### src/rtl/cdoc_pkg.sv
// ----------------------------------------------------------------------------
// cdoc_pkg
// Shared types, constants and calendar tables for the Gregorian date
// converter: mode codes, stream widths and month length lookups.
// ----------------------------------------------------------------------------
package cdoc_pkg;

    // Operation selector carried on s_axis_tuser; the spare code acts as a date check
    typedef enum logic [1:0] {
        MODE_CHECK      = 2'd0,
        MODE_ORDINAL    = 2'd1,
        MODE_SHORT_YEAR = 2'd2
    } t_mode;

    // Stream widths (fields packed from bit 0, zero filled to whole bytes)
    localparam int unsigned IN_TDATA_W  = 40;
    localparam int unsigned IN_TUSER_W  = 2;
    localparam int unsigned OUT_TDATA_W = 48;

    // Calendar constants
    localparam logic [14:0] YEAR_DEFAULT  = 15'd1900;
    localparam logic [14:0] CENTURY_19    = 15'd1900;
    localparam logic [14:0] CENTURY_20    = 15'd2000;
    localparam logic [6:0]  SHORT_PIVOT   = 7'd50;
    localparam logic [6:0]  SHORT_MAX     = 7'd99;
    localparam logic [8:0]  YEAR_LEN      = 9'd365;
    localparam logic [8:0]  LEAP_YEAR_LEN = 9'd366;

    // floor(y / 100) = (y * 5243) >> 19, exact for every 15-bit y
    localparam logic [12:0] RECIP_100     = 13'd5243;
    localparam int unsigned RECIP_SHIFT   = 19;
    localparam logic [15:0] HUNDRED       = 16'd100;

    // Days in a month; zero for a month number outside 1..12
    function automatic logic [4:0] f_month_days(input logic [3:0] month, input logic leap);
        logic [4:0] days;
        case (month)
            4'd1, 4'd3, 4'd5, 4'd7, 4'd8, 4'd10, 4'd12: days = 5'd31;
            4'd4, 4'd6, 4'd9, 4'd11:                     days = 5'd30;
            4'd2:                                        days = leap ? 5'd29 : 5'd28;
            default:                                     days = 5'd0;
        endcase
        return days;
    endfunction

    // Days in the year before the first of the month (month 13 gives the year length)
    function automatic logic [8:0] f_days_before(input logic [3:0] month, input logic leap);
        logic [8:0] days;
        case (month)
            4'd1:    days = 9'd0;
            4'd2:    days = 9'd31;
            4'd3:    days = 9'd59;
            4'd4:    days = 9'd90;
            4'd5:    days = 9'd120;
            4'd6:    days = 9'd151;
            4'd7:    days = 9'd181;
            4'd8:    days = 9'd212;
            4'd9:    days = 9'd243;
            4'd10:   days = 9'd273;
            4'd11:   days = 9'd304;
            4'd12:   days = 9'd334;
            4'd13:   days = 9'd365;
            default: days = 9'd0;
        endcase
        if (leap && (month > 4'd2) && (month < 4'd14)) begin
            days = days + 9'd1;
        end
        return days;
    endfunction

endpackage

### src/rtl/calendar_date_ordinal_converter_core.sv
// ----------------------------------------------------------------------------
// calendar_date_ordinal_converter_core
// Gregorian date converter: date check and repair, ordinal day to month/day,
// and two-digit year expansion, one result beat per input beat.
// ----------------------------------------------------------------------------
// Takes one beat per clock while the output is not stalled and returns one
// result beat per input beat, in order. The three stages are the input
// register, a stage that holds the year and its quotient by 100 (the
// reciprocal multiply), and the result register. A stalled output holds the
// pipe; up to three beats sit inside. Mode 0 (and the spare mode 3) checks a
// date, mode 1 turns an ordinal day into month/day, mode 2 expands a
// two-digit year (51..99 to 19xx, else 20xx) then checks. Bad parts are
// replaced (year 1900, month 1, day 1) with a flag for each.
module calendar_date_ordinal_converter_core (
    input  logic                             i_clk,
    input  logic                             i_rst_n,
    // input stream
    input  logic                             s_axis_tvalid,
    output logic                             s_axis_tready,
    // [5:0] day_in, [9:6] month_in, [25:10] year_in, [34:26] ordinal_in
    input  logic [cdoc_pkg::IN_TDATA_W-1:0]  s_axis_tdata,
    // [1:0] mode
    input  logic [cdoc_pkg::IN_TUSER_W-1:0]  s_axis_tuser,
    // result stream
    output logic                             m_axis_tvalid,
    input  logic                             m_axis_tready,
    // [14:0] year_out, [18:15] month_out, [23:19] day_out, [32:24] ordinal_out,
    // [39:33] short_year, [40] leap, [41] year_fixed, [42] month_fixed,
    // [43] day_fixed, [44] ordinal_bad
    output logic [cdoc_pkg::OUT_TDATA_W-1:0] m_axis_tdata
);
    import cdoc_pkg::*;

    // Stage enables: a stage loads when it is empty or its contents move on
    logic r_v1, r_v2, r_v3;
    logic w_en1, w_en2, w_en3;

    assign w_en3         = !r_v3 || m_axis_tready;
    assign w_en2         = !r_v2 || w_en3;
    assign w_en1         = !r_v1 || w_en2;
    assign s_axis_tready = w_en1;

    always_ff @(posedge i_clk) begin
        if (!i_rst_n) begin
            r_v1 <= 1'b0;
            r_v2 <= 1'b0;
            r_v3 <= 1'b0;
        end else begin
            if (w_en1) r_v1 <= s_axis_tvalid;
            if (w_en2) r_v2 <= r_v1;
            if (w_en3) r_v3 <= r_v2;
        end
    end

    // ---------------- stage 1: input register ----------------
    logic [1:0]  r_s1_mode;
    logic [5:0]  r_s1_day;
    logic [3:0]  r_s1_month;
    logic [15:0] r_s1_year;
    logic [8:0]  r_s1_ord;

    always_ff @(posedge i_clk) begin
        if (w_en1) begin
            r_s1_mode  <= s_axis_tuser[1:0];
            r_s1_day   <= s_axis_tdata[5:0];
            r_s1_month <= s_axis_tdata[9:6];
            r_s1_year  <= s_axis_tdata[25:10];
            r_s1_ord   <= s_axis_tdata[34:26];
        end
    end

    // Year selection and repair
    logic        w_yneg;
    logic        w_short_ok;
    logic [14:0] w_year;
    logic        w_yfix;
    logic [27:0] w_prod;

    assign w_yneg     = r_s1_year[15];
    assign w_short_ok = !w_yneg && (r_s1_year[14:0] <= 15'(SHORT_MAX));

    always_comb begin
        case (r_s1_mode)
            MODE_SHORT_YEAR: begin
                if (w_short_ok) begin
                    w_year = ((r_s1_year[6:0] > SHORT_PIVOT) ? CENTURY_19 : CENTURY_20)
                             + 15'(r_s1_year[6:0]);
                    w_yfix = 1'b0;
                end else begin
                    w_year = YEAR_DEFAULT;
                    w_yfix = 1'b1;
                end
            end
            default: begin
                w_year = w_yneg ? YEAR_DEFAULT : r_s1_year[14:0];
                w_yfix = w_yneg;
            end
        endcase
    end

    // Quotient by 100 through the reciprocal
    assign w_prod = 28'(w_year) * 28'(RECIP_100);

    // ---------------- stage 2: year and quotient ----------------
    logic [1:0]  r_s2_mode;
    logic [5:0]  r_s2_day;
    logic [3:0]  r_s2_month;
    logic [8:0]  r_s2_ord;
    logic [14:0] r_s2_year;
    logic        r_s2_yfix;
    logic [8:0]  r_s2_quot;

    always_ff @(posedge i_clk) begin
        if (w_en2) begin
            r_s2_mode  <= r_s1_mode;
            r_s2_day   <= r_s1_day;
            r_s2_month <= r_s1_month;
            r_s2_ord   <= r_s1_ord;
            r_s2_year  <= w_year;
            r_s2_yfix  <= w_yfix;
            r_s2_quot  <= w_prod[RECIP_SHIFT +: 9];
        end
    end

    // Remainder by 100 and leap flag
    logic [15:0] w_rem_full;
    logic [6:0]  w_short;
    logic        w_leap;

    assign w_rem_full = 16'(r_s2_year) - 16'(r_s2_quot) * HUNDRED;
    assign w_short    = w_rem_full[6:0];
    // century years are leap only when the century count divides by four
    assign w_leap     = (w_short == 7'd0) ? (r_s2_quot[1:0] == 2'd0)
                                          : (r_s2_year[1:0] == 2'd0);

    // Ordinal to month: find the first month whose end reaches the ordinal
    logic [8:0]  w_ylen;
    logic        w_obad;
    logic [3:0]  w_omonth;
    logic [8:0]  w_oday;

    assign w_ylen = w_leap ? LEAP_YEAR_LEN : YEAR_LEN;
    assign w_obad = (r_s2_ord == 9'd0) || (r_s2_ord > w_ylen);

    always_comb begin
        w_omonth = 4'd12;
        for (int m = 11; m >= 1; m--) begin
            if (r_s2_ord <= f_days_before(4'(m + 1), w_leap)) begin
                w_omonth = 4'(m);
            end
        end
    end

    assign w_oday = r_s2_ord - f_days_before(w_omonth, w_leap);

    // Date check and repair
    logic        w_mok;
    logic [3:0]  w_cmonth;
    logic [4:0]  w_mdays;
    logic        w_dok;
    logic [4:0]  w_cday;
    logic [8:0]  w_cord;

    assign w_mok    = (r_s2_month >= 4'd1) && (r_s2_month <= 4'd12);
    assign w_cmonth = w_mok ? r_s2_month : 4'd1;
    assign w_mdays  = f_month_days(w_cmonth, w_leap);
    assign w_dok    = (r_s2_day >= 6'd1) && (r_s2_day <= 6'(w_mdays));
    assign w_cday   = w_dok ? r_s2_day[4:0] : 5'd1;
    assign w_cord   = f_days_before(w_cmonth, w_leap) + 9'(w_cday);

    // Result selection per mode
    logic [3:0] n_month;
    logic [4:0] n_day;
    logic [8:0] n_ord;
    logic       n_mfix, n_dfix, n_obad;

    always_comb begin
        case (r_s2_mode)
            MODE_ORDINAL: begin
                n_month = w_obad ? 4'd1 : w_omonth;
                n_day   = w_obad ? 5'd1 : w_oday[4:0];
                n_ord   = w_obad ? 9'd1 : r_s2_ord;
                n_mfix  = 1'b0;
                n_dfix  = 1'b0;
                n_obad  = w_obad;
            end
            default: begin
                n_month = w_cmonth;
                n_day   = w_cday;
                n_ord   = w_cord;
                n_mfix  = !w_mok;
                n_dfix  = !w_dok;
                n_obad  = 1'b0;
            end
        endcase
    end

    // ---------------- stage 3: result register ----------------
    logic [14:0] r_s3_year;
    logic [3:0]  r_s3_month;
    logic [4:0]  r_s3_day;
    logic [8:0]  r_s3_ord;
    logic [6:0]  r_s3_short;
    logic        r_s3_leap, r_s3_yfix, r_s3_mfix, r_s3_dfix, r_s3_obad;

    always_ff @(posedge i_clk) begin
        if (w_en3) begin
            r_s3_year  <= r_s2_year;
            r_s3_month <= n_month;
            r_s3_day   <= n_day;
            r_s3_ord   <= n_ord;
            r_s3_short <= w_short;
            r_s3_leap  <= w_leap;
            r_s3_yfix  <= r_s2_yfix;
            r_s3_mfix  <= n_mfix;
            r_s3_dfix  <= n_dfix;
            r_s3_obad  <= n_obad;
        end
    end

    assign m_axis_tvalid = r_v3;

    assign m_axis_tdata = {3'b000, r_s3_obad, r_s3_dfix, r_s3_mfix, r_s3_yfix, r_s3_leap,
                           r_s3_short, r_s3_ord, r_s3_day, r_s3_month, r_s3_year};

endmodule

### config.mk
export PLATFORM = sky130hd
export DESIGN_NAME = calendar_date_ordinal_converter_core
export DESIGN_NICKNAME = d
export VERILOG_FILES = /design/src/rtl/cdoc_pkg.sv /design/src/rtl/calendar_date_ordinal_converter_core.sv
export SDC_FILE = /design/constraint.sdc
export NUM_CORES = 1
export LEC_CHECK = 0
export ABC_AREA = 1
export BUFFER_PORTS_ARGS = -buffer_cell sky130_fd_sc_hd__buf_4
export CAP_MARGIN = 10
export CORE_MARGIN = 8
export CORE_UTILIZATION = 50
export DETAILED_ROUTE_END_ITERATION = 16
export GPL_ROUTABILITY_DRIVEN = 0
export PLACE_DENSITY = 0.65
export SLEW_MARGIN = 0
export SYNTH_ARGS = -nofsm -noshare
export SYNTH_HDL_FRONTEND = slang
export SYNTH_SLANG_ARGS = --single-unit
### constraint.sdc
create_clock -name i_clk -period 7.2 [get_ports i_clk]
set_input_delay 0.72 -clock i_clk [delete_from_list [all_inputs] [get_ports i_clk]]
set_output_delay 0.72 -clock i_clk [all_outputs]
set_load 0.03 [all_outputs]
==> flow_summary_export.csv, run 1 <==
group,metric,value,unit
power,max-vdd-ir-drop,251,µV
routing,drt_first_iter_violations,312,
clock_tree,tritoncts,"built",
synth,synth-xor-area-share,2.11,%
place,dp_hpwl,18.1,mm
synth,async_flop_share,0,%
setup_path,ff2ff_setup_slack,0.67,ns
synth,synth_simple_gate_area_share,14.9,%
setup_path,cp.required,7.36,ns
synth,yosys_warnings,0,
final_layout,syn2layout_area_growth,14.7,%
timing,tightest_slew,0.878,ns
setup_path,worst-endpoint-arrival,6.69,ns
clock_tree,cts_made_buffers,17,
setup_path,category_of_the_critical_setup_timing_path,"reg -> reg",
die,die_w,160,µm
timing,setup_repair_after_global_routing_missed_its_margin,"false",
synth,synth.cells.most_frequent,"249 x inv_1, 175 x nand2_1, 130 x ha_1",
timing,finalMaxSlewViolations,0,
timing,hold_violations,0,
synth,synth.most_common_cell,"inv_1",
grt,total_routing_usage_reported_by_global_routing,17.9,%
routing,total_drc_errors_in_the_routed_layout,0,
synth,postSynthRegisterBits,125,
routing,avgViaCountPerCell,4.97,
setup_path,worst_path_most_repeated_cell,"inv_1",
power,p_int,2.20,mW
synth,netlist_cell_types,52,
grt,grt_pass1_wl,37.0,mm
final_layout,fillCellCount,1816,
synth,ys_seq_area_share,35.9,%
power,pwr_density_cell,309,nW/µm²
die,die_area,25600,µm²
synth,post_synthesis_adder_cell_area_fraction,29.6,%
synth,synth_top_family_by_area,"adder cells",
setup_path,worst_setup_path_end_kind,"flip-flop",
clock_tree,root_buffer,"clkbuf_16",
min_path,timing.hold.worst.class,"reg -> reg",
synth,synth_largest_area_cell,"edfxtp_1",
synth,syn_inst,1094,
run_status,run_status,"complete, no violations",
die,initial_utilization,51.1,%
place,number_of_placed_instances_with_taps_included,1446,
final_layout,area_occupied_by_registers,3720,µm²
timing,setup_viol,0,
clock_tree,cts_num_sinks,125,
place,place.port_buffers,87,
setup_path,cpPeakStageDelay,0.55,ns
final_layout,layout-drive-gt1-share,14.1,%
final_layout,final_net_count,1443,
timing,max_freq,153,MHz
routing,route.final.wire_length,22.3,mm
clock_tree,cts_max_path_buffers,2,
grt,maximum_number_of_pins_on_one_net_before_global_route_repair,46,
clock_tree,clkLatencyLatePin,0.41,ns
timing,timing.final.crit_period,6.53,ns
timing,final.setup.tns,0,ns
final_layout,n_antenna_cell,0,
routing,detailroute.via_count,7348,
grt,globalRoute.totalOverflow,0,
power,clkPwrFrac,23.0,%
die,coreArea,20300,µm²
routing,drtPass1Iterations,5,
setup_path,cp-start-kind,"flip-flop",
power,combinationalPowerShare,50.3,%
final_layout,stdcell_count,1478,
synth,muxShareOfSynthArea,0,%
synth,synth.area.top_cells,"edfxtp_1 35%, ha_1 16%, fa_1 14%",
setup_path,worst_path_max_delay_cell,"fa_1",
grt,antenna_found_initial,0,
job,reported_max_cap_violation_count,0,
final_layout,multi_input_area,5550,µm²
power,static-leakage-power,6.00,nW
final_layout,util_after_layout,58.6,%
synth,synth.cell_area,10400,µm²
timing,final_min_period_over_clock_period,90.7,%
synth,synth_edf_count,122,
power,power.switching_fraction,40.2,%
synth,synth_compound_gate_area_share,6.81,%
routing,wl_per_cell,15.1,µm
timing,normalized_max_slew_margin,41.2,%
clock_tree,count_of_instances_resized_after_the_clock_tree_is_built,0,
clock_tree,cts.clk_slew.worst_paths,0.06,ns
synth,syn-mean-instance-area,9.48,µm²
synth,synth_ff_type,"edfxtp_1",
clock_tree,post_cts_hold_buffer_count,0,
power,seq_power_share,26.6,%
power,power.net_switching,1.48,mW
setup_path,critPathMaxFanout,5,
routing,detail-route-antenna-nets,0,
timing,fin_skew,0.0117,ns
die,boundary_pins,96,
die,num_rows,52,
die,die_h,160,µm
place,post-place-ws,0.692,ns
grt,grt_pass1_vias,7522,
synth,netlist.area_leader.share,35.3,%
timing,layout_setup_ws,0.668,ns
clock_tree,htree_levels,4,
clock_tree,post_cts_buffers,0,
-- layout make-up --
cell class	count	share of cell area, %
multi-input cells	697	46.7
flip-flops and latches	125	31.3
inverters	257	8.11
repair buffers	97	6.12
clock buffers	22	3.99
well taps	270	2.84
clock inverters	10	0.968
-- sequential cells by signal, summed over array words and instances (netlist names), 5 cells and up --
register    flops
r_s1_year      16
r_s2_quot       5
r_s1_day        6
r_s3_short      5
r_s2_day        6
r_s2_year      15
r_s1_ord        9
r_s2_ord        9
r_s3_day        5
r_s3_ord        9
r_s3_year      15
-- metal layers --
layer | track usage, % | share of wire (%) | vias to the layer above | routed length [µm]
met1 | 21.2 | 43 | 3468 | 9640
met3 | 3.47 | 4.0 | 24 | 884
met4 | 5.90 | 1.9 | 0 | 413
met2 | 32.1 | 51 | 154 | 11400
met5 | 0 | 0 | - | 0
li1 | - | - | 3702 | -
-- stage by stage --
stage          hold WS, ns  area, µm²  total power, mW
6_report             0.415      11900             3.68
5_1_grt              0.420      11900             4.02
4_1_cts              0.417      11900             3.71
3_5_place_dp         0.405      11300             2.85
3_3_place_gp         0.403      11300             2.81
2_1_floorplan        0.400      10400             2.38
-- cell families (layout without fill, tap and decap cells) --
group                      after synthesis  count (layout)
xor gates and xnor gates                25              25
other                                    1               3
adders and majority gates              202             202
DFF                                    125             125
and+or+nand+nor                        351             351
AOI/OAI and AO/OA                      116             116
buffers and inverters                  274             386
-- power by group through the flow --
stage / sequential, mW / clock [mW] / combinational [mW]
2_1_floorplan: 1.08 / 0 / 1.30
3_3_place_gp: 0.994 / 0 / 1.81
3_5_place_dp: 0.995 / 0 / 1.85
4_1_cts: 0.981 / 0.864 / 1.87
5_1_grt: 0.988 / 0.896 / 2.14
6_report: 0.979 / 0.848 / 1.85
-- path summary, 6_finish.rpt --
| check | startpoint | depth (start not counted) | end |
|---|---|---|---|
| max | r_s1_year[3]$_DFFE_PP_ | 33 | r_s2_quot[3]$_DFFE_PP_ |
| min | r_s1_ord[1]$_DFFE_PP_ | 0 | r_s2_ord[1]$_DFFE_PP_ |
| max reg2reg | r_s1_year[3]$_DFFE_PP_ | 33 | r_s2_quot[3]$_DFFE_PP_ |
| min reg2reg | r_s1_ord[1]$_DFFE_PP_ | 0 | r_s2_ord[1]$_DFFE_PP_ |
-- cells in the final DEF, fill, tap and decap left out, types with 5 or more instances in the layout --
cell and instances:
nand3_1 43, nor2_1 79, inv_2 8, ha_1 130, inv_1 248, o22ai_1 10, clkbuf_16 17, o21ai_0 32
nand2_2 14, nand4_1 12, nand3_2 5, fa_1 72, edfxtp_1 122, nor3_1 11, buf_4 97, nand2_1 173
a21oi_1 42, xnor2_1 8, xor2_1 17
-- critical path, delay by kind of cell (launching register included) --
family | cells | cell delay [ns]
XOR/XNOR | 1 | 0.08
AO/OA/AOI/OAI | 7 | 1.13
buffers and inverters | 9 | 0.81
adder cells (fa/ha/maj) | 8 | 3.16
flip-flops | 1 | 0.42
AND/OR/NAND/NOR | 8 | 0.63
No activity file was read; power rests on OpenSTA's default activity.
==> inputs of run 2 (changes only) <==
--- a/config.mk
+++ b/config.mk
@@ -5,7 +5,6 @@
 export SDC_FILE = /design/constraint.sdc
 export NUM_CORES = 1
 export LEC_CHECK = 0
-export ABC_AREA = 1
 export BUFFER_PORTS_ARGS = -buffer_cell sky130_fd_sc_hd__buf_4
 export CAP_MARGIN = 10
 export CORE_MARGIN = 8
==> flow_summary_export.csv, run 2 <==
group,metric,value,unit
run_status,run_status,"complete, no violations",
power,max-vdd-ir-drop,349,µV
routing,drtPass1Iterations,5,
final_layout,regMostFlops,"r_s1_year",
routing,avgViaCountPerCell,5.17,
timing,hold_violations,0,
final_layout,layout_commonest_cell,"inv_1",
die,num_rows,51,
synth,syn_inst,890,
setup_path,cp-start-kind,"flip-flop",
routing,detail-route-antenna-nets,0,
synth,ys_seq_area_share,37.8,%
setup_path,worst-endpoint-arrival,7.04,ns
routing,detailroute.via_count,6566,
clock_tree,htree_levels,4,
min_path,timing.hold.worst.class,"reg -> reg",
power,combinationalPowerShare,49.2,%
timing,setup_viol,0,
power,static-leakage-power,5.41,nW
timing,normalized_max_slew_margin,24.3,%
grt,grt_pass1_wl,34.2,mm
synth,postSynthRegisterBits,125,
grt,antenna_found_initial,0,
power,p_int,2.21,mW
setup_path,worst_setup_path_end_kind,"flip-flop",
power,clkPwrFrac,23.5,%
synth,synth.area.top_cells,"edfxtp_1 37%, ha_1 17%, fa_1 15%",
final_layout,n_antenna_cell,0,
final_layout,syn2layout_area_growth,17.0,%
place,dp_hpwl,16.9,mm
clock_tree,post_cts_hold_buffer_count,0,
power,pwr_density_cell,311,nW/µm²
synth,netlist.area_leader.share,37.2,%
die,die_w,156,µm
synth,synth_edf_count,122,
job,reported_max_cap_violation_count,0,
synth,synth.most_common_cell,"inv_1",
power,power.net_switching,1.38,mW
timing,max_freq,146,MHz
clock_tree,tritoncts,"built",
timing,finalMaxSlewViolations,0,
clock_tree,cts_max_path_buffers,2,
die,initial_utilization,50.8,%
clock_tree,cts.clk_slew.worst_paths,0.06,ns
power,power.switching_fraction,38.4,%
die,die_area,24500,µm²
timing,tightest_slew,1.12,ns
synth,yosys_warnings,0,
synth,netlist_cell_types,74,
grt,maximum_number_of_pins_on_one_net_before_global_route_repair,44,
power,finalPower,3.59,mW
grt,globalRoute.totalOverflow,0,
grt,total_routing_usage_reported_by_global_routing,18.1,%
grt,grt_pass1_vias,6592,
die,coreArea,19400,µm²
setup_path,critPathMaxFanout,6,
synth,syn-mean-instance-area,11.1,µm²
final_layout,top_regs,"r_s1_year x16, r_s2_year x15, r_s3_year x15",
setup_path,category_of_the_critical_setup_timing_path,"reg -> reg",
setup_path,cp.required,7.37,ns
die,die_h,156,µm
die,boundary_pins,96,
final_layout,final_net_count,1239,
final_layout,final_cell_area,11500,µm²
clock_tree,cts_num_sinks,125,
timing,timing.final.crit_period,6.87,ns
synth,synth_ff_type,"edfxtp_1",
routing,drt_first_iter_violations,321,
setup_path,cpPeakStageDelay,0.57,ns
final_layout,layout-drive-gt1-share,17.0,%
synth,async_flop_share,0,%
routing,wl_per_cell,16.8,µm
clock_tree,cts_made_buffers,17,
clock_tree,root_buffer,"clkbuf_16",
synth,synth.cell_area,9860,µm²
synth,synth_largest_area_cell,"edfxtp_1",
timing,fin_skew,0.00957,ns
routing,total_drc_errors_in_the_routed_layout,0,
routing,route.final.wire_length,21.3,mm
synth,synth.cells.most_frequent,"165 x inv_1, 130 x ha_1, 122 x edfxtp_1",
clock_tree,clkLatencyLatePin,0.42,ns
setup_path,worst_path_most_repeated_cell,"inv_1",
final_layout,layout_common_cells,"164 x inv_1, 130 x ha_1, 122 x edfxtp_1",
final_layout,fillCellCount,1649,
place,dpl-instance-area,10800,µm²
place,place.port_buffers,87,
power,seq_power_share,27.3,%
final_layout,largest_register_ff_count,16,
setup_path,worst_path_max_delay_cell,"fa_1",
timing,worst_hold_slack,0.417,ns
timing,final_min_period_over_clock_period,95.4,%
## run 2: cell count changes after synthesis, moves of 14 or more
cell / previous run / this run
xnor2_1: 8 / 27
nor2_1: 79 / 53
nand2_1: 175 / 35
a21o_1: 1 / 15
inv_1: 249 / 165
nand3_1: 43 / 13
## run 2: cells by family (layout without fill, tap and decap cells)
group                    count (synthesis)  in the layout  share of synthesized area, %
adder cells (fa/ha/maj)                202            202                          31.1
buffers and inverters                  193            305                          7.88
AND/OR/NAND/NOR                        175            175                          8.95
AO/OA/AOI/OAI                          150            150                          9.89
flip-flops                             125            125                          37.8
XOR/XNOR                                37             37                          3.48
multiplexers                             7              7                         0.851
other                                    1              3                        0.0380
## run 2: worst max-delay path: cells and delay by family (launching register included)
kind | cells | cell delay (ns)
AOI/OAI and AO/OA | 6 | 0.98
xor gates and xnor gates | 1 | 0.07
adders and majority gates | 8 | 3.26
buffers and inverters | 7 | 0.51
DFF | 1 | 0.43
and+or+nand+nor | 7 | 1.35
## run 2: area by class of cell
| type | count | area (µm²) | share of cell area, % |
|---|---|---|---|
| clock buffers | 18 | 429 | 3.72 |
| clock inverters | 14 | 158 | 1.37 |
| inverters | 165 | 619 | 5.37 |
| multi-input cells | 574 | 5460 | 47.3 |
| flip-flops and latches | 125 | 3720 | 32.3 |
| well taps | 265 | 332 | 2.87 |
| repair buffers | 108 | 815 | 7.06 |
## run 2: metal layers
layer / up-vias / track usage, % / wire [µm]
li1: 3238 / - / -
met1: 3163 / 22.9 / 9190
met2: 140 / 30.8 / 10800
met3: 25 / 3.28 / 934
met4: 0 / 5.86 / 389
met5: - / 0 / 0
## run 2: worst paths after layout
check                          startpoint                 endpoint  slack [ns]  depth (start not counted)
setup / recovery   r_s1_year[4]$_DFFE_PP_   r_s2_quot[4]$_DFFE_PP_        0.33                         29
hold reg to reg   r_s2_year[12]$_DFFE_PP_  r_s3_year[12]$_DFFE_PP_        0.42                          0
setup reg to reg   r_s1_year[4]$_DFFE_PP_   r_s2_quot[4]$_DFFE_PP_        0.33                         29
hold / removal    r_s2_year[12]$_DFFE_PP_  r_s3_year[12]$_DFFE_PP_        0.42                          0
## run 2: per-stage QoR
step	utilization, %	std cells	setup TNS (ns)	setup slack, ns
2_1_floorplan	-	892	0	0.333
3_3_place_gp	55.8	1234	0	0.181
3_5_place_dp	55.8	1234	0	0.0839
4_1_cts	58.9	1266	0	0.0323
5_1_grt	59.5	1269	-0.0446	-0.0315
6_report	59.5	1269	0	0.331
## run 2: repair_timing
action	4_1_cts	5_1_grt
endpoints found under the setup margin	1	7
pin swaps	0	5
resized for setup	1	21
buffers inserted	0	3
## run 2: power groups by stage
stage                     registers [mW]  logic [mW]  clock network, mW
final                              0.978        1.76              0.844
after global routing               0.988        2.02              0.892
after CTS                          0.979        1.68              0.862
after detailed placement           0.993        1.66                  0
after global placement             0.991        1.65                  0
after floorplan                     1.07        1.13                  0
